## src/rtl/cbc_pkg.sv

```systemverilog
`timescale 1ns / 1ps
`default_nettype none
// ----------------------------------------------------------------------------
// cbc_pkg: shared types and constants for the bytewise CRC checker
// Payload structs, configuration register map and width limits.
// ----------------------------------------------------------------------------
package cbc_pkg;

   localparam int unsigned CrcBits       = 16;
   localparam int unsigned PolyBits      = 17;
   localparam int unsigned WidthBits     = 5;
   localparam int unsigned CsrIndexBits  = 4;
   localparam int unsigned CsrDataBits   = 17;

   localparam logic [WidthBits-1:0] CrcWidthMin   = 5'd8;
   localparam logic [WidthBits-1:0] CrcWidthMax   = 5'd16;
   localparam logic [PolyBits-1:0]  PolyReset     = 17'h01021;
   localparam logic [WidthBits-1:0] CrcWidthReset = 5'd16;

   typedef enum logic [CsrIndexBits-1:0] {
      CSR_GENERATOR_POLY = 4'd0,
      CSR_CRC_WIDTH      = 4'd1
   } csr_index_type;

   typedef struct packed {
      logic [PolyBits-1:0]  generator_poly;
      logic [WidthBits-1:0] crc_size;
   } cfg_type;

   typedef struct packed {
      logic [7:0]         data_byte;
      logic               last_byte;
      logic [CrcBits-1:0] expected_crc;
   } req_payload_type;

   typedef struct packed {
      logic [CrcBits-1:0] crc_result;
      logic               crc_match;
   } rsp_payload_type;

endpackage
`default_nettype wire

```

## src/rtl/cbc_byte_step.sv

```systemverilog
`timescale 1ns / 1ps
`default_nettype none
// ----------------------------------------------------------------------------
// cbc_byte_step: one-byte CRC update
// Folds one byte into the running CRC with eight MSB-first shift steps at the
// configured width. Pure combinational logic.
// ----------------------------------------------------------------------------
module cbc_byte_step (
   input  wire cbc_pkg::cfg_type     cfg,
   input  wire logic [15:0]          crc_in,
   input  wire logic [7:0]           data_byte,
   output logic [15:0]               crc_out
);
   import cbc_pkg::*;

   logic [WidthBits-1:0] width_eff;
   logic [3:0]           shift_amt;
   logic [15:0]          mask;
   logic [15:0]          poly_al;
   logic [15:0]          work;

   // Clamp width to the supported range
   always_comb begin
      if (cfg.crc_size < CrcWidthMin) begin
         width_eff = CrcWidthMin;
      end else if (cfg.crc_size > CrcWidthMax) begin
         width_eff = CrcWidthMax;
      end else begin
         width_eff = cfg.crc_size;
      end
   end

   // Work left-aligned in 16 bits so the top bit is always bit 15
   assign shift_amt = 4'(CrcWidthMax - width_eff);
   assign mask      = 16'hFFFF >> shift_amt;
   assign poly_al   = (cfg.generator_poly[15:0] & mask) << shift_amt;

   always_comb begin
      work = ((crc_in & mask) << shift_amt) ^ {data_byte, 8'h00};
      for (int i = 0; i < 8; i++) begin
         if (work[15]) begin
            work = {work[14:0], 1'b0} ^ poly_al;
         end else begin
            work = {work[14:0], 1'b0};
         end
      end
   end

   assign crc_out = work >> shift_amt;

endmodule
`default_nettype wire

```

## src/rtl/crc_check_bytewise_core.sv

```systemverilog
`timescale 1ns / 1ps
`default_nettype none
// ----------------------------------------------------------------------------
// crc_check_bytewise_core: bytewise CRC checker, configurable width and poly
// Keeps a running MSB-first CRC (zero init, no final XOR) over message bytes
// and, on the last byte, reports the CRC and whether it matches the expected
// value carried with that byte.
// ----------------------------------------------------------------------------
//
//   channel   direction   handshake            payload
//   req_      in          req_valid/req_stall  cbc_pkg::req_payload_type
//   rsp_      out         rsp_valid/rsp_stall  cbc_pkg::rsp_payload_type
//   csr_      in          csr_valid/csr_ready  csr_index, csr_wdata
//
// One byte per cycle while req_stall is low: the eight shift steps are unrolled
// XOR logic between the running CRC register and the result register; a last
// byte shows its result in the cycle after its transfer.
// Reset (synchronous) clears the running CRC and the result valid, and loads
// polynomial 0x1021 with width 16.
// req_stall rises only while a result is held and rsp_stall is high.
// csr_ready is always high; write registers only while the block is idle.
// ----------------------------------------------------------------------------
module crc_check_bytewise_core (
   input  wire logic                        clock,
   input  wire logic                        reset,
   // request channel
   input  wire logic                        req_valid,
   output logic                             req_stall,
   input  wire cbc_pkg::req_payload_type    req_payload,
   // response channel
   output logic                             rsp_valid,
   input  wire logic                        rsp_stall,
   output cbc_pkg::rsp_payload_type         rsp_payload,
   // configuration write channel
   input  wire logic                        csr_valid,
   output logic                             csr_ready,
   input  wire logic [cbc_pkg::CsrIndexBits-1:0] csr_index,
   input  wire logic [cbc_pkg::CsrDataBits-1:0]  csr_wdata
);
   import cbc_pkg::*;

   cfg_type          cfg_ff, cfg_in;
   logic [15:0]      crc_ff, crc_in;
   logic             rsp_valid_ff, rsp_valid_in;
   rsp_payload_type  rsp_payload_ff, rsp_payload_in;
   logic [15:0]      crc_next;
   logic             req_xfer;
   logic             last_xfer;
   logic             csr_xfer;

   // Hold requests only when the result register is full and not draining
   assign req_stall = rsp_valid_ff & rsp_stall;
   assign req_xfer  = req_valid & ~req_stall;
   assign last_xfer = req_xfer & req_payload.last_byte;

   assign csr_ready = 1'b1;
   assign csr_xfer  = csr_valid & csr_ready;

   // Configuration registers; drop writes beyond the register map
   always_comb begin
      cfg_in = cfg_ff;
      if (csr_xfer) begin
         unique case (csr_index_type'(csr_index))
            CSR_GENERATOR_POLY: cfg_in.generator_poly = csr_wdata[PolyBits-1:0];
            CSR_CRC_WIDTH:      cfg_in.crc_size       = csr_wdata[WidthBits-1:0];
            default:            cfg_in = cfg_ff;
         endcase
      end
   end

   cbc_byte_step u_step (
      .cfg       (cfg_ff),
      .crc_in    (crc_ff),
      .data_byte (req_payload.data_byte),
      .crc_out   (crc_next)
   );

   // Advance the running CRC on every transfer; clear it after the last byte
   always_comb begin
      crc_in = crc_ff;
      if (req_xfer) begin
         crc_in = req_payload.last_byte ? 16'h0000 : crc_next;
      end
   end

   // Result register: load on a last-byte transfer, hold while stalled
   assign rsp_valid_in = last_xfer | (rsp_valid_ff & rsp_stall);

   always_comb begin
      rsp_payload_in = rsp_payload_ff;
      if (last_xfer) begin
         rsp_payload_in.crc_result = crc_next;
         rsp_payload_in.crc_match  = (crc_next == req_payload.expected_crc);
      end
   end

   always_ff @(posedge clock) begin
      if (reset) begin
         cfg_ff.generator_poly <= PolyReset;
         cfg_ff.crc_size       <= CrcWidthReset;
         crc_ff                <= 16'h0000;
         rsp_valid_ff          <= 1'b0;
      end else begin
         cfg_ff       <= cfg_in;
         crc_ff       <= crc_in;
         rsp_valid_ff <= rsp_valid_in;
      end
   end

   always_ff @(posedge clock) begin
      rsp_payload_ff <= rsp_payload_in;
   end

   assign rsp_valid   = rsp_valid_ff;
   assign rsp_payload = rsp_payload_ff;

   // A last-byte transfer shows a result in the next cycle
   assert property (@(posedge clock) disable iff (reset)
      last_xfer |=> rsp_valid)
      else $error("last-byte transfer did not produce a result");

   // The running CRC starts from zero for the next message
   assert property (@(posedge clock) disable iff (reset)
      last_xfer |=> (crc_ff == 16'h0000))
      else $error("running CRC not cleared after last byte");

   // A held result is never overwritten by a new last byte
   assert property (@(posedge clock) disable iff (reset)
      (rsp_valid && rsp_stall) |=> ($stable(rsp_payload) && rsp_valid))
      else $error("stalled result changed or was lost");

endmodule
`default_nettype wire

```

## config.mk

```make
export PLATFORM = sky130hd
export DESIGN_NAME = crc_check_bytewise_core
export DESIGN_NICKNAME = d
export VERILOG_FILES = /design/src/rtl/cbc_pkg.sv /design/src/rtl/cbc_byte_step.sv /design/src/rtl/crc_check_bytewise_core.sv
export SDC_FILE = /design/constraint.sdc
export NUM_CORES = 1
export LEC_CHECK = 0
export ABC_AREA = 1
export BUFFER_PORTS_ARGS = -buffer_cell sky130_fd_sc_hd__buf_4
export CAP_MARGIN = 20
export CORE_AREA = 4 4 134 136
export DETAILED_ROUTE_END_ITERATION = 10
export DIE_AREA = 0 0 138 140
export PLACE_DENSITY_LB_ADDON = 0.15
export REMOVE_ABC_BUFFERS = 1
export SLEW_MARGIN = 40
export SYNTH_ARGS = -nofsm -noshare
export SYNTH_HDL_FRONTEND = slang
export SYNTH_SLANG_ARGS = --single-unit
```

## constraint.sdc

```tcl
create_clock -name clock -period 7.5 [get_ports clock]
set_clock_uncertainty 0.15 [all_clocks]
set_input_delay 2.25 -clock clock [delete_from_list [all_inputs] [get_ports clock]]
set_output_delay 2.25 -clock clock [all_outputs]
set_load 0.03 [all_outputs]
```

# Word level (Yosys, flattened, before mapping)
# Index checks and enable logic that the tools add are counted.
# op_classes
add_sub_neg,1
n_lt_le_gt_ge,2
eq_ne,2
shifts,4
muxes,11
bitwise_logic,16
n_reduce_logical,3
# ops
op,count
$mux W16,9
$xor A16 B16 Y16,9
$and A16 B16 Y16,2
$shl A16 B4 Y16,2
$eq A16 B16 Y1,1
$shr A16 B4 Y16,1
$shr A16 B4 Y16 const A,1
$mux W4,2
$gt A5 B5 Y1 const B,1
$lt A5 B4 Y1 const B,1
$eq A4 B1 Y1 const B,1
$logic_not A4 Y1,1
$reduce_and A2 Y1,2
$sub A1 B4 Y4 const A,1
$and A1 B1 Y1,3
$not A1 Y1,1
$or A1 B1 Y1,1
# totals
register_bits,55
input_bits,51
output_inout_bits,20
wordCells,45

# Depth between registers and ports, before layout
# Gate-level depths: netlist of run 1.
# depth
ltp_word,26
depth_mapped,60
depth_no_buf,56

# Hierarchy
# Synthesis of run 1 repeated with hierarchy kept, for this count alone.
# unflattened
hier_cells,1293
area_unflattened_um2,7164.4
# modules_own_cells
mod,n_inst,cells_per_inst,area_each_um2,seq_area_each_um2
cbc_byte_step,1,1039,4899.7,0.0
crc_check_bytewise_core,1,254,2264.7,1291.2

# Worst setup path after synthesis of run 1
# OpenSTA, ideal clock, no wires.
# synth_timing
kind,reg-to-reg
start,reg cfg_ff[3] in the netlist's numbering
end,reg rsp_payload_ff (netlist bit rsp_payload[0]) (data pin)
setup_ps,251
arrival_ps,5513
required_time_ps,7099
setup_slack_ps,1585
stages_incl_launch_ff,49
n_path_buf,11
synth_period_minus_slack_ps,5915
path_cell_list,dfxtp_1 buf_6 nand2_1 nor2_4 buf_2 buf_2 buf_2 ha_1 buf_2 inv_1 buf_2 clkbuf_1 buf_2 nand2_1 nand3_1 nand3_1 nand2_1 buf_2 [13 not listed] nor2_1 nand2_1 nand2_2 nor2_2 nor2_8 buf_8 nand3_4 nand2_1 nand2_1 nand3_1 nand3_2 nand2_1 nand2_1 nand2_1 nor2_1 nor2_1 nand3_1 nor2_1
# synth_between
elab_chain_cells,26
elab_cells_between_ends,29
classes_between,1 x add/sub; 2 x order compare; 1 x eq/ne; 4 x shift; 10 x mux; 11 x bitwise
# synth_lines
item,line_no,rtl
start: declaration,crc_check_bytewise_core.sv:42,"cfg_type cfg_ff, cfg_in;"
start signal: assignment,crc_check_bytewise_core.sv:104,cfg_ff <= cfg_in;
$gt A5 B5 Y1,cbc_byte_step.sv:26,end else if (cfg.crc_size > CrcWidthMax) begin
$mux W4,cbc_byte_step.sv:26,
$mux W4 *,cbc_byte_step.sv:24,if (cfg.crc_size < CrcWidthMin) begin
$sub A1 B4 Y4 *,cbc_byte_step.sv:34,assign shift_amt = 4'(CrcWidthMax - width_eff);
$shr A16 B4 Y16,cbc_byte_step.sv:35,assign mask = 16'hFFFF >> shift_amt;
$and A16 B16 Y16,cbc_byte_step.sv:39,"work = ((crc_in & mask) << shift_amt) ^ {data_byte, 8'h00};"
$shl A16 B4 Y16,cbc_byte_step.sv:39,
$xor A16 B16 Y16,cbc_byte_step.sv:39,
[10 not listed],-,
$xor A16 B16 Y16,cbc_byte_step.sv:42,"work = {work[14:0], 1'b0} ^ poly_al;"
$mux W16,cbc_byte_step.sv:41,if (work[15]) begin
$xor A16 B16 Y16,cbc_byte_step.sv:42,
$mux W16,cbc_byte_step.sv:41,
$xor A16 B16 Y16,cbc_byte_step.sv:42,
$mux W16,cbc_byte_step.sv:41,
$shr A16 B4 Y16 *,cbc_byte_step.sv:49,assign crc_out = work >> shift_amt;
$eq A16 B16 Y1 *,crc_check_bytewise_core.sv:93,rsp_payload_in.crc_match = (crc_next == req_payload.expected_crc);
end signal: assignment,crc_check_bytewise_core.sv:111,rsp_payload_ff <= rsp_payload_in;
end: declaration,crc_check_bytewise_core.sv:45,"rsp_payload_type rsp_payload_ff, rsp_payload_in;"
# Every way passes the cells marked *; elsewhere a longest branch is shown, timed or not.
# A chain may end at the register's enable or synchronous reset.

# Worst setup path after layout of run 1
# layout_timing
start,reg cfg_ff[3] in the netlist's numbering
end,reg rsp_payload_ff (netlist bit rsp_payload[0]) (data pin)
# layout_between
elab_chain_cells,26
elab_cells_between_ends,29
classes_between,1 x add/sub; 2 x order compare; 1 x eq/ne; 4 x shift; 10 x mux; 11 x bitwise
# layout_lines
item,line_no,rtl
$gt A5 B5 Y1,cbc_byte_step.sv:26,
$mux W4,cbc_byte_step.sv:26,
$mux W4 *,cbc_byte_step.sv:24,
$sub A1 B4 Y4 *,cbc_byte_step.sv:34,
$shr A16 B4 Y16,cbc_byte_step.sv:35,
$and A16 B16 Y16,cbc_byte_step.sv:39,
$shl A16 B4 Y16,cbc_byte_step.sv:39,
$xor A16 B16 Y16,cbc_byte_step.sv:39,
[11 not listed],-,
$mux W16,cbc_byte_step.sv:41,
$xor A16 B16 Y16,cbc_byte_step.sv:42,
$mux W16,cbc_byte_step.sv:41,
$xor A16 B16 Y16,cbc_byte_step.sv:42,
$mux W16,cbc_byte_step.sv:41,
$shr A16 B4 Y16 *,cbc_byte_step.sv:49,
net crc_next[0],crc_check_bytewise_core.sv:46,logic [15:0] crc_next;
$eq A16 B16 Y1 *,crc_check_bytewise_core.sv:93,
# The timed path passes the listed nets; every way through them passes the cells marked *.

==> results.yml, run 1 <==
synth:
  netlist_instances: 1335
  muxShareOfSynthArea: 0
  syn_area_per_cell_um2: 5.57
  ys_seq_area_frac: 0.171
  synth_top_family_by_area: "simple AND/OR/NAND/NOR gates"
  synth_compound_area_frac: 0.0630
  ys_warn_count: 0
  ys_seq_elements: 55
  synth-simple-area-share: 0.567
  synthFlopType: "dfxtp_1"
  synth-xor-area-share: 0.0719
  ys_types: 42
  synthesis.area_um2: 7430
  synth-edff-count: 17
  yosys.area_share.adder: 0.00505
  synth-async-reset-ratio: 0
route:
  dr_total_vias: 8518
  via_per_inst: 5.31
  drtPass1Iterations: 5
  routed_wl_um: 24000
  drtIter0Drc: 766
  drt.antenna.violating_nets: 0
  wl_per_cell_um: 15.0
  drc_errors: 0
clock_network:
  cts_max_path_buffers: 2
  cts.sinks: 55
  htree_levels: 2
  cts-root-buf: "clkbuf_16"
  cts-buffers-inserted: 5
  clk_pin_slew_worst_paths_ns: 0.07
  cts_tree: "done"
  clkLatencyLatePin_ns: 0.30
sta:
  post-route-period-util: 0.905
  setup_slack_ns: 0.711
  slew_headroom: 0.488
  hold_ws_ns: 0.310
  period_needed_ns: 6.79
  grt_setup_unrepaired: "false"
  slew_violations: 0
  finalSetupTns_ns: 0
  setup_viol: 0
  tightest_slew_ns: 0.765
  finalHoldViolCount: 0
  fmax_mhz: 147
pwr:
  p_switching_uw: 982
  p_leak_nw: 4.18
  p_total_mw: 1.90
  p_int_uw: 919
  p_comb_frac: 0.679
  p_seq_frac: 0.199
  peakVddDrop_mv: 0.186
  pwr-share-clk: 0.122
  swShare: 0.516
  power.density_nw_per_um2: 228
floorplan:
  start_util: 0.439
  rows: 48
  core_um2: 16900
  io_pins: 71
  dieHeight_um: 140
  die_width_um: 138
  die-area_um2: 19300
worst_hold_path:
  min_path_type: "flop to flop"
worst_setup_path:
  slowest_delay_ns: 0.49
  arrival_ns: 6.70
  endpoint_kind: "flop"
  worstPathRequired_ns: 7.41
  crit_path_start_kind: "flop"
  cp_max_fo: 18
  cpMostUsedCell: "nand2_1"
  crit_type: "flop to flop"
  slowest_stage: "dfxtp_2"
place:
  place_area_um2: 8050
  hpwlAfterDp_um: 18400
  gp_congestion: 0.972
  dp_slack_ns: 0.0477
  port_buffers: 68
final_layout:
  antenna_cells: 0
  drive_gt1_frac: 0.134
  nNetsFinal: 1432
  fin_area_um2: 8320
  area_growth_pct: 11.9
global_route:
  grt_pass1_wl_um: 37900
  grt_max_degree: 54
  antenna_found_initial: 0
  grt_overflow_total: 0
  track_usage: 0.235
  grt_pass1_vias: 7396
run_status:
  status: "finished clean"
job:
  drv_cap: 0
## worst max-delay path, delay by kind of cell (launching register included)
kind	cells	cell delay, ns
AOI/OAI and AO/OA	2	0.18
adders and majority gates	1	0.27
buffers and inverters	6	0.94
DFF	1	0.49
and+or+nand+nor	37	4.42
## cell usage in the layout, fill, tap and decap left out, types with 3 or more instances in the layout
cell type,instances
nand2_2,10
nor3_1,3
nor2_1,78
o21ai_1,7
clkinv_1,6
dfxtp_2,3
inv_1,123
nand3_4,5
nand3_2,18
nand2_4,12
inv_2,16
nand4_1,12
nand3_1,299
buf_4,92
ha_1,3
clkbuf_16,5
o21ai_0,37
o211ai_1,5
xnor2_1,30
edfxtp_1,17
nor2_2,5
a21oi_1,32
dfxtp_1,35
xor2_1,31
nand2_1,468
nand3b_1,4
## per-stage QoR
step           std cells  utilization
2_1_floorplan       1274            -
3_3_place_gp        1589        0.475
3_5_place_dp        1589        0.475
4_1_cts             1597        0.484
5_1_grt             1604        0.491
6_report            1604        0.491
## synthesized netlist by cell type (3+ instances only)
cell type  instances  area share
buf_2             28       0.019
xnor2_1           30       0.035
nand3_1          299        0.20
buf_6              6      0.0091
o21ai_1            8      0.0054
o21ai_0           37       0.025
nand3_4            5       0.012
nand4_1           12       0.010
buf_4              7      0.0071
nand2_2           13       0.011
a21oi_1           32       0.022
inv_2             17      0.0086
nand2_1          469        0.24
edfxtp_1          17       0.069
dfxtp_1           38        0.10
inv_1            123       0.062
nand3b_1           4      0.0040
clkbuf_1          12      0.0061
ha_1               3      0.0051
nand2_4            8       0.012
nand3_2           18       0.024
nor3_1             3      0.0020
buf_1              7      0.0035
o211ai_1           5      0.0051
clkinv_1           6      0.0030
nor2_1            79       0.040
xor2_1            31       0.037
nor2_2             4      0.0034
## cell families (layout without fill, tap and decap cells)
logic type / after synthesis / count (layout)
AO/OA/AOI/OAI: 87 / 87
XOR/XNOR: 61 / 61
adder cells (fa/ha/maj): 3 / 3
buffers and inverters: 208 / 251
flip-flops: 55 / 55
other: 1 / 1
AND/OR/NAND/NOR: 920 / 921
## power by group through the flow
stage,Combinational [mW],Sequential [mW],Clock (mW)
6_report,1.29,0.378,0.232
5_1_grt,1.46,0.381,0.249
4_1_cts,1.24,0.378,0.237
3_5_place_dp,1.24,0.385,0
3_3_place_gp,1.22,0.384,0
2_1_floorplan,0.888,0.411,0
## flip-flops by register name, indices dropped and copies added, names as in the netlist
register,flops
rsp_payload,17
cfg_ff,21
crc_ff,16
rsp_valid,1
## routing by layer
layer,vias to the layer above,global-route usage,wire [um]
met5,-,0,0
met4,0,0.0900,654
met3,41,0.0150,1100
met2,262,0.386,11200
met1,3831,0.324,11100
li1,4384,-,-
## cell type report
cell class / count / area, um2
Fill cell: 1899 / 8620
Multi-Input combinational cell: 1073 / 5320
Sequential cell: 55 / 1270
Timing Repair Buffer: 95 / 733
Inverter: 147 / 559
Tap cell: 225 / 282
Clock buffer: 5 / 125
Clock inverter: 3 / 22.5
Timing Repair inverter: 1 / 5.00
## path summary, 6_finish.rpt
path	from	end	slack, ns	cells past startpoint
worst max register to register	cfg_ff[3]	rsp_payload[0]	0.71	46
worst min register to register	cfg_ff[13]	cfg_ff[13]	0.31	2
worst max-delay path	cfg_ff[3]	rsp_payload[0]	0.71	46
worst min-delay path	cfg_ff[13]	cfg_ff[13]	0.31	2
## timing repair
item | 4_1_cts | 5_1_grt
buffers inserted | 0 | 5
hold buffers | 0 | 0
setup endpoints to repair | 0 | 31
resized for setup | 0 | 17
Note: power is estimated with default switching activity, not from simulation.
==> run 2, diff against run 1 <==
CORE_AREA = 4 4 122 124   (was 4 4 134 136)
DIE_AREA = 0 0 126 128   (was 0 0 138 140)
==> results.yml, run 2 (synthesis gave the netlist of run 1 again) <==
floorplan:
  die_width_um: 126
  die-area_um2: 16100
  core_um2: 13800
  start_util: 0.540
  rows: 43
  dieHeight_um: 128
  io_pins: 71
final_layout:
  antenna_cells: 0
  final.fill_count: 1426
  final_cell_mix: "nand2_1, nand3_1, inv_1"
  drive_gt1_frac: 0.133
  regMostFlops: "cfg_ff"
  final_common_cell: "nand2_1"
  fin_cells: 1556
  seqCellArea_um2: 1270
  utilization: 0.596
  fin_area_um2: 8210
  largest_reg_flops: 21
  multi_input_area_um2: 5290
  nNetsFinal: 1429
  area_growth_pct: 10.4
global_route:
  grt_max_degree: 54
  grt_pass1_wl_um: 36000
  grt_pass1_vias: 7450
  antenna_found_initial: 0
  grt_overflow_total: 0
  track_usage: 0.269
worst_setup_path:
  cp_max_fo: 15
  arrival_ns: 6.85
  cpMostUsedCell: "nand2_1"
  slowest_delay_ns: 0.47
  slowest_stage: "dfxtp_2"
  crit_path_start_kind: "flop"
  endpoint_kind: "flop"
  crit_type: "flop to flop"
  worstPathRequired_ns: 7.49
route:
  via_per_inst: 5.47
  drc_errors: 0
  wl_per_cell_um: 14.3
  dr_total_vias: 8510
  drtIter0Drc: 840
  highest_layer: "met4"
  met3_length_um: 1350
  wl_met1_um: 9920
  drt.antenna.violating_nets: 0
  routed_wl_um: 22300
  wl_met2_um: 10000
  drtPass1Iterations: 6
clock_network:
  cts_max_path_buffers: 2
  clkLatencyLatePin_ns: 0.29
  cts-buffers-inserted: 5
  htree_levels: 2
  cts-root-buf: "clkbuf_16"
  cts.sinks: 55
  clk_pin_slew_worst_paths_ns: 0.07
  cts_tree: "done"
pwr:
  peakVddDrop_mv: 0.191
  power.density_nw_per_um2: 228
  p_leak_nw: 4.14
  p_total_mw: 1.87
sta:
  setup_viol: 0
  fmax_mhz: 146
  tightest_slew_ns: 0.706
  slew_violations: 0
  period_needed_ns: 6.86
  grt_setup_unrepaired: "false"
  slew_headroom: 0.527
  hold_ws_ns: 0.315
  finalHoldViolCount: 0
  post-route-period-util: 0.914
place:
  dp.cells: 1543
  hpwlAfterDp_um: 17600
  port_buffers: 68
  gp_congestion: 0.985
  place_area_um2: 7980
run_status:
  status: "finished clean"
worst_hold_path:
  min_path_type: "flop to flop"
job:
  drv_cap: 0
run 2: per-stage QoR:
| step | TNS, ns | setup WS, ns |
|---|---|---|
| global route | 0 | 0.0233 |
| finish | 0 | 0.643 |
| global placement | 0 | 0.185 |
| detailed placement | 0 | 0.152 |
| CTS | 0 | 0.136 |
| floorplan | -5.16 | -0.459 |
run 2: timing repair:
| item | in CTS | in global routing |
|---|---|---|
| setup buffers | 0 | 5 |
| resized for setup | 0 | 14 |
| hold buffers | 0 | 0 |
| setup endpoints to repair | 0 | 30 |
run 2: routing by layer:
layer / global-route usage / up-vias
met5: 0 / -
met4: 0.121 / 0
met3: 0.0267 / 54
met2: 0.432 / 299
met1: 0.368 / 3783
li1: - / 4374
run 2: area by class of cell:
type | instances | share of cell area
tap | 180 | 0.0274
inverter | 147 | 0.0682
sequential | 55 | 0.155
multi-input combinational | 1072 | 0.645
timing repair buffer | 94 | 0.0864
clock inverter | 2 | 0.00213
clock buffer | 6 | 0.0157
run 2: critical path, delay by kind of cell, from the launching register on:
family / cells / cell delay (ns)
flops: 1 / 0.47
buf+inv: 6 / 0.87
compound gates: 2 / 0.24
simple gates: 38 / 4.69
fa+ha+maj: 1 / 0.27
run 2: power breakdown:
group | internal (mW) | switching [mW] | total, mW
clock network | 0.125 | 0.102 | 0.227
logic | 0.429 | 0.841 | 1.27
registers | 0.356 | 0.0208 | 0.377
run 2: final timing paths:
kind	from	endpoint	slack, ns	depth (start not counted)
hold reg to reg	cfg_ff[18]	cfg_ff[18]	0.32	2
hold / removal	cfg_ff[18]	cfg_ff[18]	0.32	2
setup / recovery	cfg_ff[3]	rsp_payload[0]	0.64	47
setup reg to reg	cfg_ff[3]	rsp_payload[0]	0.64	47
==> run 3, diff against run 2 <==
PLACE_DENSITY = 0.74   (was not set)
PLACE_DENSITY_LB_ADDON = not set   (was 0.15)
REMOVE_ABC_BUFFERS = not set   (was 1)
==> results.yml, run 3 (synthesis gave the netlist of run 1 again) <==
worst_setup_path:
  endpoint_kind: "flop"
  worstPathRequired_ns: 7.40
  crit_path_start_kind: "flop"
  r2r_cells: 49
  r2r-start: "cfg_ff[3]"
  path_delay_family: "simple AND/OR/NAND/NOR gates"
  slowest_delay_ns: 0.48
  arrival_ns: 6.77
  cpMostUsedCell: "nand2_1"
  cp_max_fo: 19
  path_buf_inv: 5
  crit_type: "flop to flop"
  timing.rr.end: "rsp_payload[0]"
  slowest_stage: "dfxtp_2"
  rrSetupSlack_ns: 0.63
place:
  port_buffers: 68
  hpwlAfterDp_um: 18200
  gp_congestion: 0.964
clock_network:
  cts_max_path_buffers: 2
  clk_pin_slew_worst_paths_ns: 0.07
  cts-root-buf: "clkbuf_16"
  cts_tree: "done"
  clkLatencyLatePin_ns: 0.29
  htree_levels: 2
  cts_hold_buf: 0
  cts.sinks: 55
  cts-buffers-inserted: 5
floorplan:
  rows: 43
  io_pins: 71
  dieHeight_um: 128
  die-area_um2: 16100
  core_um2: 13800
  start_util: 0.540
  die_width_um: 126
final_layout:
  area_growth_pct: 10.7
  regMostFlops: "cfg_ff"
  seqCellArea_um2: 1270
  multi_input_area_um2: 5290
  antenna_cells: 0
  final_common_cell: "nand2_1"
  drive_gt1_frac: 0.134
  nNetsFinal: 1431
  final_cell_mix: "nand2_1, nand3_1, inv_1"
  final.fill_count: 1471
  largest_reg_flops: 21
worst_hold_path:
  whs_endpoint: "cfg_ff[13]"
  min_path_cells: 2
  min_path_type: "flop to flop"
  min_from: "cfg_ff[13]"
pwr:
  p_switching_uw: 972
  p_leak_nw: 4.16
  power.density_nw_per_um2: 230
  p_int_uw: 922
  p_comb_frac: 0.680
  peakVddDrop_mv: 0.187
  pwr-share-clk: 0.120
  swShare: 0.513
  p_seq_frac: 0.200
sta:
  grt_setup_unrepaired: "false"
  hold_ws_ns: 0.308
  tightest_slew_ns: 0.755
  finalSetupTns_ns: 0
  post-route-period-util: 0.915
  fmax_mhz: 146
  finalHoldViolCount: 0
  slew_violations: 0
  setup_viol: 0
  period_needed_ns: 6.87
  slew_headroom: 0.495
global_route:
  grt_pass1_vias: 7522
  grt_overflow_total: 0
  track_usage: 0.285
  grt_max_degree: 54
  antenna_found_initial: 0
  grt_pass1_wl_um: 38300
route:
  drtIter0Drc: 876
  drtPass1Iterations: 5
  routed_wl_um: 23100
  via_per_inst: 5.47
  dr_total_vias: 8522
  drt.antenna.violating_nets: 0
  wl_per_cell_um: 14.8
  drc_errors: 0
synth:
  syn_nets: 1389
job:
  drv_cap: 0
run_status:
  status: "finished clean"
==> run 3: cell count changes in the layout (fill, tap and decap cells not counted), sizes merged <==
cell	previous run	this run
buf	94	96
==> run 3: worst reg2reg max path: cells and delay by family (launching register included) <==
kind                     cells  cell delay [ns]
buffers and inverters        5             0.49
AND/OR/NAND/NOR             42             5.09
flip-flops                   1             0.48
adder cells (fa/ha/maj)      1             0.26
AO/OA/AOI/OAI                1             0.15
==> run 3: final cells by class <==
cell class,count,share of cell area
flip-flops and latches,55,0.155
repair buffers,96,0.0895
multi-input cells,1072,0.642
clock buffers,6,0.0157
inverters,147,0.0679
clock inverters,2,0.00213
well taps,180,0.0274
==> run 3: worst max path at each step <==
| stage | from | endpoint | depth (start not counted) |
|---|---|---|---|
| 2_1_floorplan | cfg_ff[3] | rsp_payload[0] | 48 |
| 3_3_place_gp | cfg_ff[4] | rsp_payload[0] | 49 |
| 3_5_place_dp | cfg_ff[4] | rsp_payload[0] | 49 |
| 4_1_cts | cfg_ff[4] | rsp_payload[0] | 49 |
| 5_1_grt | cfg_ff[3] | rsp_payload[0] | 45 |
| 6_report | cfg_ff[3] | rsp_payload[0] | 49 |
==> run 3: timing repair <==
item / in CTS / in global routing
resized for setup: 0 / 13
setup endpoints to repair: 0 / 29
buffers inserted: 0 / 6
==> run 3: per-stage QoR <==
stage               worst slack, ns  std cells  area [um2]  total power, mW   util
floorplan                      1.59       1335        7430             1.34      -
global route                 0.0474       1558        8230             2.08  0.598
finish                        0.634       1558        8230             1.89  0.598
detailed placement            0.106       1544        7990             1.61  0.580
CTS                          0.0588       1552        8140             1.84  0.591
global placement              0.228       1544        7990             1.60  0.580
==> run 3: power by group through the flow <==
stage	Clock [mW]	Sequential [mW]	Combinational [mW]
5_1_grt	0.243	0.382	1.46
2_1_floorplan	0	0.411	0.931
3_3_place_gp	0	0.384	1.21
3_5_place_dp	0	0.384	1.23
6_report	0.227	0.379	1.29
4_1_cts	0.230	0.379	1.23
==> run 3: layer usage <==
metal / up-vias / part of all wire / global-route usage
met5: - / 0 / 0
met3: 48 / 0.055 / 0.0200
met1: 3817 / 0.45 / 0.395
li1: 4369 / - / -
met2: 288 / 0.47 / 0.467
met4: 0 / 0.030 / 0.103
